**src/hdl/pcic_pkg.sv**
```systemverilog
package pcic_pkg;

  localparam int WORD_BITS = 32;
  localparam int IDX_W = (WORD_BITS > 2) ? $clog2(WORD_BITS) : 1;
  localparam logic [IDX_W-1:0] LAST_IDX = IDX_W'(WORD_BITS - 1);
  localparam logic [IDX_W-1:0] HALF_IDX = IDX_W'(WORD_BITS / 2);

  localparam int INT_W = 32;
  localparam int D1_W = INT_W + 1;
  localparam int D2_W = INT_W + 2;
  localparam int WRAP_W = INT_W + 3;
  localparam int PCM_W = 16;

  localparam logic signed [WRAP_W-1:0] WRAP_HIGH = WRAP_W'(64'sd1073741823);
  localparam logic signed [WRAP_W-1:0] WRAP_LOW = WRAP_W'(-64'sd1073741824);

  localparam int INQ_DEPTH = 2;
  localparam int INQ_PTR_W = 1;
  localparam int INQ_CNT_W = $clog2(INQ_DEPTH + 1);

  localparam int OUTQ_DEPTH = 4;
  localparam int OUTQ_PTR_W = $clog2(OUTQ_DEPTH);
  localparam int OUTQ_CNT_W = $clog2(OUTQ_DEPTH + 1);
  localparam int OUTQ_RESERVE = 3;

  typedef struct packed {
    logic valid;
    logic last;
    logic signed [INT_W-1:0] value;
  } tap_t;

  typedef struct packed {
    logic last;
    logic signed [PCM_W-1:0] pcm;
  } res_t;

  function automatic logic signed [WRAP_W-1:0] wrap30(input logic signed [WRAP_W-1:0] v);
    logic signed [WRAP_W-1:0] t;
    t = v;
    if (t >= WRAP_HIGH) t = t - WRAP_HIGH;
    if (t <= WRAP_LOW) t = t - WRAP_LOW;
    return t;
  endfunction

endpackage

```
**src/hdl/pcic_front.sv**
```systemverilog
module pcic_front (
  input  logic                            clk,
  input  logic                            rst,
  input  logic                            push,
  output logic                            full,
  input  logic [pcic_pkg::WORD_BITS-1:0]  pdm_word,
  output logic                            q_valid,
  output logic [pcic_pkg::WORD_BITS-1:0]  q_word,
  input  logic                            q_pop
);

  logic [pcic_pkg::WORD_BITS-1:0] slots [pcic_pkg::INQ_DEPTH];
  logic [pcic_pkg::INQ_PTR_W-1:0] wr_ptr;
  logic [pcic_pkg::INQ_PTR_W-1:0] rd_ptr;
  logic [pcic_pkg::INQ_CNT_W-1:0] count;
  logic                           do_push;
  logic                           do_pop;

  assign full    = (count == pcic_pkg::INQ_CNT_W'(pcic_pkg::INQ_DEPTH));
  assign q_valid = (count != '0);
  assign q_word  = slots[rd_ptr];
  assign do_push = push && !full;
  assign do_pop  = q_pop && q_valid;

  always_ff @(posedge clk) begin
    if (rst) begin
      wr_ptr <= '0;
      rd_ptr <= '0;
      count  <= '0;
    end else begin
      if (do_push) begin
        slots[wr_ptr] <= pdm_word;
        wr_ptr        <= wr_ptr + 1'b1;
      end
      if (do_pop) begin
        rd_ptr <= rd_ptr + 1'b1;
      end
      case ({do_push, do_pop})
        2'b10:   count <= count + 1'b1;
        2'b01:   count <= count - 1'b1;
        default: count <= count;
      endcase
    end
  end

endmodule

```
**src/hdl/pcic_integ.sv**
```systemverilog
module pcic_integ (
  input  logic                            clk,
  input  logic                            rst,
  input  logic                            q_valid,
  input  logic [pcic_pkg::WORD_BITS-1:0]  q_word,
  output logic                            q_pop,
  input  logic                            start_ok,
  output pcic_pkg::tap_t                  tap
);

  logic                                   busy;
  logic [pcic_pkg::IDX_W-1:0]             idx;
  logic [pcic_pkg::WORD_BITS-1:0]         word_sr;
  logic signed [pcic_pkg::INT_W-1:0]      i1;
  logic signed [pcic_pkg::INT_W-1:0]      i2;
  logic signed [pcic_pkg::INT_W-1:0]      i1_next;
  logic signed [pcic_pkg::INT_W-1:0]      i2_next;
  logic signed [pcic_pkg::WRAP_W-1:0]     step;
  logic signed [pcic_pkg::WRAP_W-1:0]     w1;
  logic signed [pcic_pkg::WRAP_W-1:0]     w2;
  logic                                   at_last;
  logic                                   load;
  logic                                   tap_hit;

  always_comb begin
    step    = word_sr[pcic_pkg::WORD_BITS-1] ? pcic_pkg::WRAP_W'(1) : '1;
    w1      = pcic_pkg::wrap30(pcic_pkg::WRAP_W'(i1) + step);
    i1_next = w1[pcic_pkg::INT_W-1:0];
    w2      = pcic_pkg::wrap30(pcic_pkg::WRAP_W'(i2) + pcic_pkg::WRAP_W'(i1_next));
    i2_next = w2[pcic_pkg::INT_W-1:0];
    at_last = busy && (idx == pcic_pkg::LAST_IDX);
    tap_hit = busy && (idx == '0 || idx == pcic_pkg::HALF_IDX);
    load    = q_valid && start_ok && (!busy || at_last);
    q_pop   = load;
  end

  always_ff @(posedge clk) begin
    if (rst) begin
      busy <= 1'b0;
      idx  <= '0;
      i1   <= '0;
      i2   <= '0;
      tap  <= '0;
    end else begin
      tap.valid <= tap_hit;
      if (tap_hit) begin
        tap.last  <= (idx == pcic_pkg::HALF_IDX);
        tap.value <= i2_next;
      end
      if (busy) begin
        i1 <= i1_next;
        i2 <= i2_next;
      end
      if (load) begin
        busy    <= 1'b1;
        idx     <= '0;
        word_sr <= q_word;
      end else if (busy) begin
        busy    <= !at_last;
        idx     <= idx + 1'b1;
        word_sr <= {word_sr[pcic_pkg::WORD_BITS-2:0], 1'b0};
      end
    end
  end

endmodule

```
**src/hdl/pcic_comb.sv**
```systemverilog
module pcic_comb (
  input  logic                                clk,
  input  logic                                rst,
  input  pcic_pkg::tap_t                      tap,
  output logic                                start_ok,
  output logic                                empty,
  input  logic                                pop,
  output logic signed [pcic_pkg::PCM_W-1:0]   pcm_value,
  output logic                                last_of_word
);

  logic signed [pcic_pkg::INT_W-1:0]     c1;
  logic signed [pcic_pkg::D1_W-1:0]      c2;
  logic signed [pcic_pkg::D1_W-1:0]      d1;
  logic signed [pcic_pkg::D2_W-1:0]      d2;
  logic signed [pcic_pkg::WRAP_W-1:0]    wrapped;
  logic                                  va;
  logic                                  la;
  logic                                  vb;
  logic                                  lb;

  pcic_pkg::res_t                        slots [pcic_pkg::OUTQ_DEPTH];
  logic [pcic_pkg::OUTQ_PTR_W-1:0]       wr_ptr;
  logic [pcic_pkg::OUTQ_PTR_W-1:0]       rd_ptr;
  logic [pcic_pkg::OUTQ_CNT_W-1:0]       count;
  logic [pcic_pkg::OUTQ_CNT_W:0]         used;
  logic                                  do_pop;

  always_comb begin
    wrapped  = pcic_pkg::wrap30(pcic_pkg::WRAP_W'(d2));
    used     = (pcic_pkg::OUTQ_CNT_W+1)'(count) + (pcic_pkg::OUTQ_CNT_W+1)'(tap.valid)
             + (pcic_pkg::OUTQ_CNT_W+1)'(va) + (pcic_pkg::OUTQ_CNT_W+1)'(vb);
    start_ok = (used <= (pcic_pkg::OUTQ_CNT_W+1)'(pcic_pkg::OUTQ_DEPTH - pcic_pkg::OUTQ_RESERVE));
    empty    = (count == '0);
    do_pop   = pop && !empty;
    pcm_value    = slots[rd_ptr].pcm;
    last_of_word = slots[rd_ptr].last;
  end

  always_ff @(posedge clk) begin
    if (rst) begin
      c1     <= '0;
      c2     <= '0;
      va     <= 1'b0;
      vb     <= 1'b0;
      wr_ptr <= '0;
      rd_ptr <= '0;
      count  <= '0;
    end else begin
      va <= tap.valid;
      vb <= va;
      if (tap.valid) begin
        d1 <= pcic_pkg::D1_W'(tap.value) - pcic_pkg::D1_W'(c1);
        la <= tap.last;
        c1 <= tap.value;
      end
      if (va) begin
        d2 <= pcic_pkg::D2_W'(d1) - pcic_pkg::D2_W'(c2);
        lb <= la;
        c2 <= d1;
      end
      if (vb) begin
        slots[wr_ptr] <= '{last: lb, pcm: wrapped[pcic_pkg::PCM_W-1:0]};
        wr_ptr        <= wr_ptr + 1'b1;
      end
      if (do_pop) begin
        rd_ptr <= rd_ptr + 1'b1;
      end
      case ({vb, do_pop})
        2'b10:   count <= count + 1'b1;
        2'b01:   count <= count - 1'b1;
        default: count <= count;
      endcase
    end
  end

endmodule

```
**src/hdl/pdm_cic2_decimator_top.sv**
```systemverilog
// Each result passes the tap register, comb registers d1 and d2 and the output
// queue; a word is tapped at its first and middle bits. The integrator pair
// handles one PDM bit per cycle and can start the next word on the last bit of
// the current one. A 2-entry input queue takes words while a word is integrating.
// Reset (rst, synchronous): integrators, comb delays and both queues cleared.
module pdm_cic2_decimator_top (
  input  logic                                clk,
  input  logic                                rst,
  input  logic                                push,
  output logic                                full,
  input  logic [pcic_pkg::WORD_BITS-1:0]      pdm_word,
  output logic                                empty,
  input  logic                                pop,
  output logic signed [pcic_pkg::PCM_W-1:0]   pcm_value,
  output logic                                last_of_word
);

  logic                           q_valid;
  logic [pcic_pkg::WORD_BITS-1:0] q_word;
  logic                           q_pop;
  logic                           start_ok;
  pcic_pkg::tap_t                 tap;

  pcic_front u_front (
    .clk      (clk),
    .rst      (rst),
    .push     (push),
    .full     (full),
    .pdm_word (pdm_word),
    .q_valid  (q_valid),
    .q_word   (q_word),
    .q_pop    (q_pop)
  );

  pcic_integ u_integ (
    .clk      (clk),
    .rst      (rst),
    .q_valid  (q_valid),
    .q_word   (q_word),
    .q_pop    (q_pop),
    .start_ok (start_ok),
    .tap      (tap)
  );

  pcic_comb u_comb (
    .clk          (clk),
    .rst          (rst),
    .tap          (tap),
    .start_ok     (start_ok),
    .empty        (empty),
    .pop          (pop),
    .pcm_value    (pcm_value),
    .last_of_word (last_of_word)
  );

`ifndef SYNTHESIS
  a_pop_valid: assert property (@(posedge clk) disable iff (rst) q_pop |-> q_valid)
    else $error("integrator took a word from an empty queue");
  a_pop_room: assert property (@(posedge clk) disable iff (rst) q_pop |-> start_ok)
    else $error("word started without result room");
  a_first_tap: assert property (@(posedge clk) disable iff (rst)
    q_pop |=> ##1 (tap.valid && !tap.last))
    else $error("first tap of a word missing");
`endif

endmodule
```
**config.mk**
```make
export PLATFORM = sky130hd
export DESIGN_NAME = pdm_cic2_decimator_top
export DESIGN_NICKNAME = d
export VERILOG_FILES = /design/src/hdl/pcic_pkg.sv /design/src/hdl/pcic_front.sv /design/src/hdl/pcic_integ.sv /design/src/hdl/pcic_comb.sv /design/src/hdl/pdm_cic2_decimator_top.sv
export SDC_FILE = /design/constraint.sdc
export NUM_CORES = 1
export LEC_CHECK = 0
export BUFFER_PORTS_ARGS = -buffer_cell sky130_fd_sc_hd__buf_2
export CORE_MARGIN = 1
export CORE_UTILIZATION = 30
export DETAILED_ROUTE_END_ITERATION = 6
export GPL_TIMING_DRIVEN = 0
export SYNTH_ARGS = -nofsm -noshare
export SYNTH_HDL_FRONTEND = slang
export SYNTH_SLANG_ARGS = --single-unit
```
**constraint.sdc**
```tcl
create_clock -name clk -period 10.6 [get_ports clk]
set_input_delay 1.06 -clock clk [delete_from_list [all_inputs] [get_ports clk]]
set_output_delay 1.06 -clock clk [all_outputs]
set_load 0.02 [all_outputs]
```
Word level (Yosys, flattened, before mapping)
Memory sizes are Yosys's and may differ from the RTL's. A register that Yosys moved wholly into a read port is not among the register bits.
Index checks and enable logic that the tools add are counted.
Word-level totals
  memories kept: 2
  input port bits: 36
  memory bits (writable): 132
  output and inout port bits: 19
  bits in registers: 283
  word-level logic and storage cells: 107
Memory list
  u_comb.slots: words 4, bits a word 17, rd ports 1, clocked after memory_dff 1, write ports 1, RTL line pcic_comb.sv:22  | pcic_pkg::res_t slots [pcic_pkg::OUTQ_DEPTH];
  u_front.slots: words 2, bits a word 32, rd ports 1, clocked after memory_dff 1, write ports 1, RTL line pcic_front.sv:12  | logic [pcic_pkg::WORD_BITS-1:0] slots [pcic_pkg::INQ_DEPTH];
Operators by class
  multiplexer cells: 23
  add/subtract/negate cells: 22
  reductions and logical operators: 23
  equality and inequality tests: 7
  $lt $le $gt $ge: 7
  bitwise gates (word level): 1
Operator list (number)
  2-to-1 mux 35 bit: 4
  2-to-1 mux 32 bit: 4
  less-or-equal comparator 35 x 31 -> 1 bit, second input constant: 3
  >= comparator 35 x 31 -> 1 bit, second input constant: 2
  subtractor 35 x 31 -> 35 bit, second input constant: 2
  subtractor 32 x 31 -> 32 bit, second input constant: 2
  adder 32 x 35 -> 35 bit: 1
  subtractor 34 x 31 -> 35 bit, second input constant: 1
  >= comparator 34 x 31 -> 1 bit, second input constant: 1
  subtractor 33 x 33 -> 34 bit: 1
  adder 32 x 32 -> 33 bit: 1
  subtractor 32 x 32 -> 33 bit: 1
  2-to-1 mux 16 bit: 1
  subtractor 16 x 1 -> 16 bit, second input constant: 1
  == test 5 bit, second input constant: 2
  2-to-1 mux 1 bit: 10
  adder 4 x 1 -> 4 bit: 2
  nonzero test 2 bit: 4
  logical AND 1 bit: 7
  adder 2 x 1 -> 2 bit, second input constant: 3
  == test 2 bit, second input constant: 3
  case mux 3 bit (2 select lines): 1
  AND reduction 2 bit: 3
  adder 5 x 1 -> 5 bit, second input constant: 1
  other kinds (15): 22

Logic depth before layout (Yosys ltp)
Gate-level depths: netlist of run 1.
  depth after elaboration: 11
  mapped depth: 48

Hierarchy
Synthesis of run 1 repeated with hierarchy kept, for this count alone.
Unflattened totals
  cell total of the unflattened synthesis: 2781
  area total of the unflattened synthesis: 26635.5 um2
By module, submodules not included
  pcic_integ: cells an instance 1567, sequential area each 3042.9 um2, area each 12406.9 um2, instances 1
  pcic_comb: cells an instance 1089, sequential area each 5635.4 um2, area each 11702.5 um2, instances 1
  pcic_front: cells an instance 125, sequential area each 2021.9 um2, area each 2526.2 um2, instances 1

Worst setup path before layout of run 1
No wires, ideal clock.
  path type: flip-flop to flip-flop
  start: register u_integ.word_sr[31] in the netlist's numbering
  end: register, netlist name u_integ.tap[30]
  setup time: 0.138 ns
  cell stages (with the launch flop): 47
  setup slack: -0.791 ns
  required time: 10.462 ns
  arrival time: 11.253 ns
  path through: edfxtp_1 > inv_1 > ha_1 > buf_6 > and3_4 > a221o_1 > xor2_1 > nand4_1 > a2111oi_2 > nor2_1 > nor3_1 > and3_4 > buf_6 > a31oi_1 > clkbuf_1 > nor3_1 > xor2_1 > inv_1 > [... 11 more ...] > nand3b_1 > nor3_1 > a211o_1 > clkbuf_1 > a21oi_1 > clkbuf_1 > o21ai_0 > xnor2_1 > ha_1 > nand3b_1 > nor4_1 > nand4_1 > or4_1 > nor4bb_1 > o221ai_1 > nor4_1 > a2bb2oi_1 > a211oi_1
On the way
  word-level cells in the longest chain between the ends: 11
  elaborated cells on any way between the ends: 15
  classes of those cells: 6 x add/sub; 4 x order compare; 5 x mux
RTL lines
  start: declaration: RTL line pcic_integ.sv:13  | logic [pcic_pkg::WORD_BITS-1:0] word_sr;
  start signal: assignment: RTL line pcic_integ.sv:57  | word_sr <= q_word;
  start signal: assignment: RTL line pcic_integ.sv:61  | word_sr <= {word_sr[pcic_pkg::WORD_BITS-2:0], 1'b0};
  2-to-1 mux 35 bit *: RTL line pcic_integ.sv:26  | step = word_sr[pcic_pkg::WORD_BITS-1] ? pcic_pkg::WRAP_W'(1) : '1;
  adder 32 x 35 -> 35 bit *: RTL line pcic_integ.sv:27  | w1 = pcic_pkg::wrap30(pcic_pkg::WRAP_W'(i1) + step);
  subtractor 35 x 31 -> 35 bit or >= comparator 35 x 31 -> 1 bit (tied branches): RTL line pcic_pkg.sv:40  | if (t >= WRAP_HIGH) t = t - WRAP_HIGH;
  2-to-1 mux 35 bit *: RTL line pcic_pkg.sv:40
  subtractor 32 x 31 -> 32 bit or less-or-equal comparator 35 x 31 -> 1 bit (tied branches): RTL line pcic_pkg.sv:41  | if (t <= WRAP_LOW) t = t - WRAP_LOW;
  2-to-1 mux 32 bit *: RTL line pcic_pkg.sv:41
  via u_integ.w1, one bit: RTL line pcic_integ.sv:19  | logic signed [pcic_pkg::WRAP_W-1:0] w1;
  adder 32 x 32 -> 33 bit *: RTL line pcic_integ.sv:29  | w2 = pcic_pkg::wrap30(pcic_pkg::WRAP_W'(i2) + pcic_pkg::WRAP_W'(i1_next));
  subtractor 35 x 31 -> 35 bit or >= comparator 35 x 31 -> 1 bit (tied branches): RTL line pcic_pkg.sv:40
  2-to-1 mux 35 bit *: RTL line pcic_pkg.sv:40
  subtractor 32 x 31 -> 32 bit or less-or-equal comparator 35 x 31 -> 1 bit (tied branches): RTL line pcic_pkg.sv:41
  2-to-1 mux 32 bit *: RTL line pcic_pkg.sv:41
The timed path passes the listed nets; every way through them passes the cells marked *.
A chain may end at the register's enable or synchronous reset.

Worst setup path in the final report of run 1
  start: register u_integ.word_sr[31] in the netlist's numbering
  end: register u_integ.i2[30] in the netlist's numbering
On the way
  word-level cells in the longest chain between the ends: 11
  elaborated cells on any way between the ends: 15
  classes of those cells: 6 x add/sub; 4 x order compare; 5 x mux
RTL lines
  2-to-1 mux 35 bit *: RTL line pcic_integ.sv:26
  adder 32 x 35 -> 35 bit *: RTL line pcic_integ.sv:27
  subtractor 35 x 31 -> 35 bit or >= comparator 35 x 31 -> 1 bit (tied branches): RTL line pcic_pkg.sv:40
  2-to-1 mux 35 bit *: RTL line pcic_pkg.sv:40
  subtractor 32 x 31 -> 32 bit or less-or-equal comparator 35 x 31 -> 1 bit (tied branches): RTL line pcic_pkg.sv:41
  2-to-1 mux 32 bit *: RTL line pcic_pkg.sv:41
  via u_integ.w1, one bit: RTL line pcic_integ.sv:19
  adder 32 x 32 -> 33 bit *: RTL line pcic_integ.sv:29
  subtractor 35 x 31 -> 35 bit or >= comparator 35 x 31 -> 1 bit (tied branches): RTL line pcic_pkg.sv:40
  2-to-1 mux 35 bit *: RTL line pcic_pkg.sv:40
  subtractor 32 x 31 -> 32 bit or less-or-equal comparator 35 x 31 -> 1 bit (tied branches): RTL line pcic_pkg.sv:41
  2-to-1 mux 32 bit *: RTL line pcic_pkg.sv:41
  end signal: assignment: RTL line pcic_integ.sv:52  | i2 <= i2_next;
  end: declaration: RTL line pcic_integ.sv:15  | logic signed [pcic_pkg::INT_W-1:0] i2;
Marks and branches as above.

==> out/metrics.csv, run 1 <==
stage;metric;value;unit
clock_network;cts bufs inserted;46;
timing;worst-margin pin slew;1090;ps
timing;Post-Route Skew;27.0;ps
synth;Post-Syn Instances;2544;
global_route;GR Util met3;0.0294;
cells_and_area;commonest non-fill, non-tap cell in the layout;nor2_1;
global_route;initial antenna violation count;1;
route;DRC viols;8;
cells_and_area;area delta synth->final;20.4;%
synth;ranking of synthesized cells by area;edfxtp_1 (28%), dfxtp_1 (15%), ha_1 (7.3%);
timing;RSZ-0062 raised after global routing;yes;
worst_setup_path;CP Launch Type;flip-flop;
cells_and_area;flip-flop and latch area;0.0107;mm²
worst_setup_path;Critical Path Fanout Max;8;
floorplan;core area;0.0821;mm²
timing;worst setup margin;-243;ps
synth;Synth async-reset ratio;0;
timing;crit share post-route;1.02;
floorplan;Initial Util;0.303;
cells_and_area;antenna diode count;0;
run_status;status;complete, but fails checks;
synth;distinct cell type count after synthesis;100;
global_route;M2 GR Usage;0.234;
global_route;GR Util met1;0.205;
clock_network;H-tree depth;2;
synth;#FFs+latches synth;418;
placed_design;post-DP HPWL;47.9;mm
cells_and_area;FILL cells;8164;
synth;Ys Warns;0;
placed_design;number of I/O port buffers;53;
worst_setup_path;Critical Path RT;11060;ps
floorplan;die width;290;µm
run_status;failing checks;DRC, setup timing;
synth;Netlist Area Pre-Place;0.0249;mm²
global_route;first-pass GRT wire length;102;mm
clock_network;TritonCTS clock tree;done;
synth;top cell type's share of synthesized area;0.281;
timing;Setup TNS;-729;ps
timing;final hold vios;0;
route;antenna-violating nets left;0;
global_route;overall global routing resource usage;0.150;
timing;min cycle time layout;10840;ps
flow_run;max_cap viols;0;
route;Initial DRC Count;1311;
synth;syn_nets;2732;
synth;Mean Syn Cell Area;9.78;µm²
synth;Top FF cell, synth;edfxtp_1;
clock_network;clock latency on the worst-skew pair;600;ps
clock_network;clk buf depth;3;
synth;post-synth top area cell;edfxtp_1;
route;vias per cell;5.10;
cells_and_area;Nets;2942;
placed_design;GP Congestion;0.911;
route;Routed WL per cell;16.9;µm
floorplan;row count;105;
floorplan;Die Span Y;290;µm
cells_and_area;area of the multi-input gates;0.0142;mm²
timing;Worst slew margin;0.271;
worst_setup_path;Slowest cell on crit path;or4_4;
timing;fin. max-slew vios;0;
synth;register area share after synthesis;0.430;
clock_network;Sink Count;418;
global_route;largest net degree at the start of global routing;36;
floorplan;Die Area;0.0841;mm²
cells_and_area;most frequent cells in the layout;nor2_1 (317), edfxtp_1 (233), dfxtp_1 (185), a21oi_1 (147), nand2_1 (140);
global_route;number of global-route vias before repair;18600;
min_path;Worst Hold Class;reg -> reg;
worst_setup_path;Worst Setup End Kind;flip-flop;
synth;Post-synth EDFFs;233;
worst_setup_path;crit path DAT;11310;ps
route;router iterations before antenna repair;7;
route;DR vias;19700;
worst_setup_path;Max stage delay on crit path;540;ps
route;final wirelength;65.3;mm
clock_network;Reg clk slew, reported paths;60;ps
worst_setup_path;CP Class;reg -> reg;
timing;f_max;92.2;MHz
clock_network;root buffer cell;clkbuf_16;
global_route;Top Usage Layer GRT;met2;
floorplan;Top Ports;55;
timing;Setup violations, final;4;
global_route;final global-route overflow total;0;
cells_and_area;layout cells sized above 1;0.158;
[per-stage QoR]
stage	cell area, µm²	hold WS, ps	worst slack [ps]	std cells	util
3_5_place_dp	26800	465	-3090	3674	0.326
6_report	30000	474	-243	3862	0.365
3_3_place_gp	26600	460	-3150	3667	0.324
2_1_floorplan	25000	400	8.16	2544	-
5_1_grt	30000	482	-603	3862	0.365
4_1_cts	29500	479	-406	3834	0.359
[worst paths after layout]
kind / from / end / slack, ps / depth (start not counted)
worst max-delay path: u_integ.word_sr[31] / u_integ.i2[30] / -240 / 47
worst max register to register: u_integ.word_sr[31] / u_integ.i2[30] / -240 / 47
worst min-delay path: u_integ.i1[19] / u_integ.i1[19] / 470 / 2
worst min register to register: u_integ.i1[19] / u_integ.i1[19] / 470 / 2
[cell families (layout without fill, tap and decap cells)]
logic type	count (synthesis)	count (layout)	share of synthesized area
and+or+nand+nor	842	842	0.166
AOI/OAI and AO/OA	573	573	0.159
DFF	418	418	0.430
buffers and inverters	234	482	0.0365
xor gates and xnor gates	183	183	0.0644
adders and majority gates	152	152	0.0786
muxes	142	142	0.0658
[final cells by class]
class,instances,area share
plain buffers,93,0.0134
clock buffers,54,0.0401
clock inverters,32,0.0124
inverters,131,0.0165
multi-input cells,1892,0.474
flip-flops and latches,418,0.357
well taps,1070,0.0447
repair buffers,171,0.0414
repair inverters,1,0.000251
[layer usage]
layer	share of wire	up-vias	wire [µm]
met5	0.00020	-	13
met4	0.032	2	2110
met3	0.064	119	4200
met2	0.44	534	28900
met1	0.46	9256	30100
li1	-	9785	-
[state kept, by name (all words and copies together) (netlist names), 2 cells and up, named ones only]
register and flops:
u_comb.slots 68, u_front.slots 64, u_comb.d2 34, u_integ.tap 34
u_comb.c2 33, u_comb.d1 33, u_comb.c1 32, u_integ.i1 32
u_integ.i2 32, u_integ.word_sr 32, u_integ.idx 5, u_comb.count 3
u_comb.rd_ptr 2, u_comb.wr_ptr 2, u_front.count 2
[critical path, delay by kind of cell (launching register included)]
family | cells | cell delay (ps)
AO/OA/AOI/OAI | 15 | 3330
XOR/XNOR | 3 | 450
adder cells (fa/ha/maj) | 4 | 1020
buffers and inverters | 9 | 1180
flip-flops | 1 | 410
AND/OR/NAND/NOR | 16 | 4310
[synthesized netlist by cell type (24+ instances only)]
library cell	number
a211oi_1	78
a21o_1	42
a21oi_1	159
a31oi_1	25
and2_1	24
and3_1	34
clkbuf_1	84
dfxtp_1	185
edfxtp_1	233
ha_1	145
inv_1	131
mux2i_1	123
nand2_1	141
nand3_1	50
nand4_1	36
nor2_1	323
nor3_1	71
o21a_1	25
o21ai_0	73
or3_1	25
xnor2_1	111
xor2_1	72
[what timing repair did]
action,in CTS,in global routing
buffers inserted,80,32
endpoints found under the setup margin,64,5
pin swaps,41,46
hold buffers,0,0
resized for setup,99,56
gates cloned,1,0
Power of run 1 is not shown: default switching activity piles up to over one toggle a cycle in this logic, so the estimate is an artifact.
==> inputs of run 2 (changes only) <==
CELL_PAD_IN_SITES_DETAIL_PLACEMENT = 1   (was unset)
CELL_PAD_IN_SITES_GLOBAL_PLACEMENT = 2   (was unset)
PLACE_DENSITY_LB_ADDON = 0.1   (was unset)
==> run 2 against run 1 <==
The run ends with setup timing left. Final cell count rose by 0.10%. Routed wire length rose by 21%. Non-clock buffer count fell by 3. Sequential share of layout area fell by 0.35 points. Core utilization rose by 0.36 points. Register-to-register slack got worse by 380 ps. Clock-buffer cell count rose by 12. Die area did not move. Critical path depth rose by 1. Clock skew fell by 4.1 ps. Critical endpoint unchanged.
==> out/metrics.csv, run 2 (synthesized netlist as in run 1, its figures left out) <==
stage;metric;value;unit
cells_and_area;utilization after layout;0.368;
run_status;failing checks;setup timing;
cells_and_area;commonest non-fill, non-tap cell in the layout;nor2_1;
global_route;number of global-route vias before repair;20800;
clock_network;TritonCTS clock tree;done;
timing;min cycle time layout;11220;ps
cells_and_area;Nets;2943;
route;metal3 WL;2.22;mm
placed_design;GP Congestion;0.800;
timing;f_max;89.1;MHz
worst_setup_path;cell mode on critical path;nor4_4;
clock_network;H-tree depth;2;
cells_and_area;final cell count without fillers;3866;
worst_setup_path;Critical Path RT;11060;ps
timing;worst-margin pin slew;1320;ps
worst_setup_path;Worst Setup End Kind;flip-flop;
floorplan;Die Area;0.0841;mm²
timing;Post-Route Skew;22.9;ps
worst_setup_path;worst r2r path cells;48;
global_route;final global-route overflow total;0;
timing;Setup violations, final;4;
placed_design;dpl ws;-4090;ps
floorplan;Initial Util;0.303;
timing;final hold vios;0;
min_path;hold path endpoint;u_comb.la;
route;Routed WL per cell;20.5;µm
cells_and_area;biggest regs;u_comb.slots x68, u_front.slots x64;
flow_run;max_cap viols;0;
floorplan;Top Ports;55;
floorplan;die width;290;µm
global_route;largest net degree at the start of global routing;36;
route;top layer in use;met5;
route;router iterations before antenna repair;5;
global_route;first-pass GRT wire length;122;mm
route;met2 wire len;38.4;mm
min_path;hold_sp;u_integ.tap[32];
timing;Worst slew margin;0.118;
cells_and_area;antenna diode count;0;
timing;worst setup margin;-620;ps
worst_setup_path;reg2reg setup slack;-620;ps
clock_network;cts bufs inserted;50;
timing;RSZ-0062 raised after global routing;yes;
global_route;initial antenna violation count;2;
clock_network;clk buf depth;3;
worst_setup_path;CP Class;reg -> reg;
route;vias per cell;5.16;
floorplan;core area;0.0821;mm²
floorplan;row count;105;
route;Initial DRC Count;766;
worst_setup_path;Reg2Reg Launch Point;u_integ.word_sr[31];
clock_network;root buffer cell;clkbuf_16;
cells_and_area;area delta synth->final;21.6;%
worst_setup_path;worst r2r dst;u_integ.i2[30];
worst_setup_path;Critical Path Fanout Max;6;
worst_setup_path;CP Launch Point;u_integ.word_sr[31];
placed_design;placed cells;3674;
clock_network;Sink Count;418;
run_status;status;complete, but fails checks;
clock_network;clock latency on the worst-skew pair;610;ps
worst_setup_path;Slowest cell on crit path;or4_1;
min_path;Worst Hold Path Cells;0;
worst_setup_path;crit path DAT;11680;ps
timing;Setup TNS;-2430;ps
min_path;Worst Hold Class;reg -> reg;
route;met1 WL;35.7;mm
route;DRC viols;0;
worst_setup_path;Max stage delay on crit path;490;ps
clock_network;hold_buf cts;0;
cells_and_area;most frequent cells in the layout;nor2_1 (316), edfxtp_1 (233), dfxtp_1 (185), a21oi_1 (147), nand2_1 (140);
route;final wirelength;79.1;mm
route;DR vias;19900;
timing;fin. max-slew vios;0;
cells_and_area;Reg with most FFs;u_comb.slots;
cells_and_area;layout cells sized above 1;0.164;
clock_network;Reg clk slew, reported paths;60;ps
floorplan;Die Span Y;290;µm
timing;crit share post-route;1.06;
cells_and_area;FILL cells;9116;
route;antenna-violating nets left;0;
global_route;overall global routing resource usage;0.185;
placed_design;number of I/O port buffers;53;
worst_setup_path;CP Launch Type;flip-flop;
placed_design;post-DP HPWL;60.2;mm
cells_and_area;max reg flops;68;
==> run 2: changes by cell type in the layout (fill, tap and decap cells not counted), moves of 3 or more <==
cell       change
clkbuf_1       +4
clkinv_1       -3
bufinv_16      +3
xor2_2         +5
ha_1           +4
clkbuf_16      +6
xor2_1         -5
ha_4           -6
==> run 2: layer usage <==
| layer | GRT usage | vias to the layer above |
|---|---|---|
| met1 | 0.233 | 9871 |
| met3 | 0.0260 | 110 |
| met2 | 0.322 | 213 |
| li1 | - | 9751 |
| met4 | 0.0623 | 4 |
| met5 | 0 | - |
==> run 2: area by class of cell <==
type	instances	area, µm²	share of cell area
plain buffers	95	439	0.0145
well taps	1070	1340	0.0443
inverters	131	495	0.0164
repair buffers	166	1190	0.0394
clock buffers	66	1370	0.0454
clock inverters	27	397	0.0131
multi-input cells	1892	14300	0.473
repair inverters	1	7.51	0.000248
flip-flops and latches	418	10700	0.354
==> run 2: what timing repair did <==
action                     4_1_cts  5_1_grt
gates resized for setup        122       57
gates cloned                     1        0
buffers inserted                76       32
pin swaps                       48       50
setup endpoints to repair       64       10
==> run 2: worst max-delay path: cells and delay by family, from the launching register on <==
kind	cells	cell delay [ps]
AOI/OAI and AO/OA	16	3480
xor gates and xnor gates	3	520
adders and majority gates	4	1000
buffers and inverters	10	1420
DFF	1	420
and+or+nand+nor	15	4190
==> run 2: how the worst max path moves through the flow <==
stage	endpoint	slack, ps
2_1_floorplan	u_integ.tap[30]	8
3_3_place_gp	u_integ.i2[30]	-4060
3_5_place_dp	u_integ.i2[30]	-4090
4_1_cts	u_integ.i2[30]	-770
5_1_grt	u_integ.i2[31]	-960
6_report	u_integ.i2[30]	-620
==> run 2: per-stage QoR <==
step                      cell area, µm²  hold slack, ps
after floorplan                    25000             400
after global placement             26600             427
after detailed placement           26800             449
after CTS                          29800             464
after global routing               30300             478
final                              30300             457
Power of run 2 is left out for the same reason.
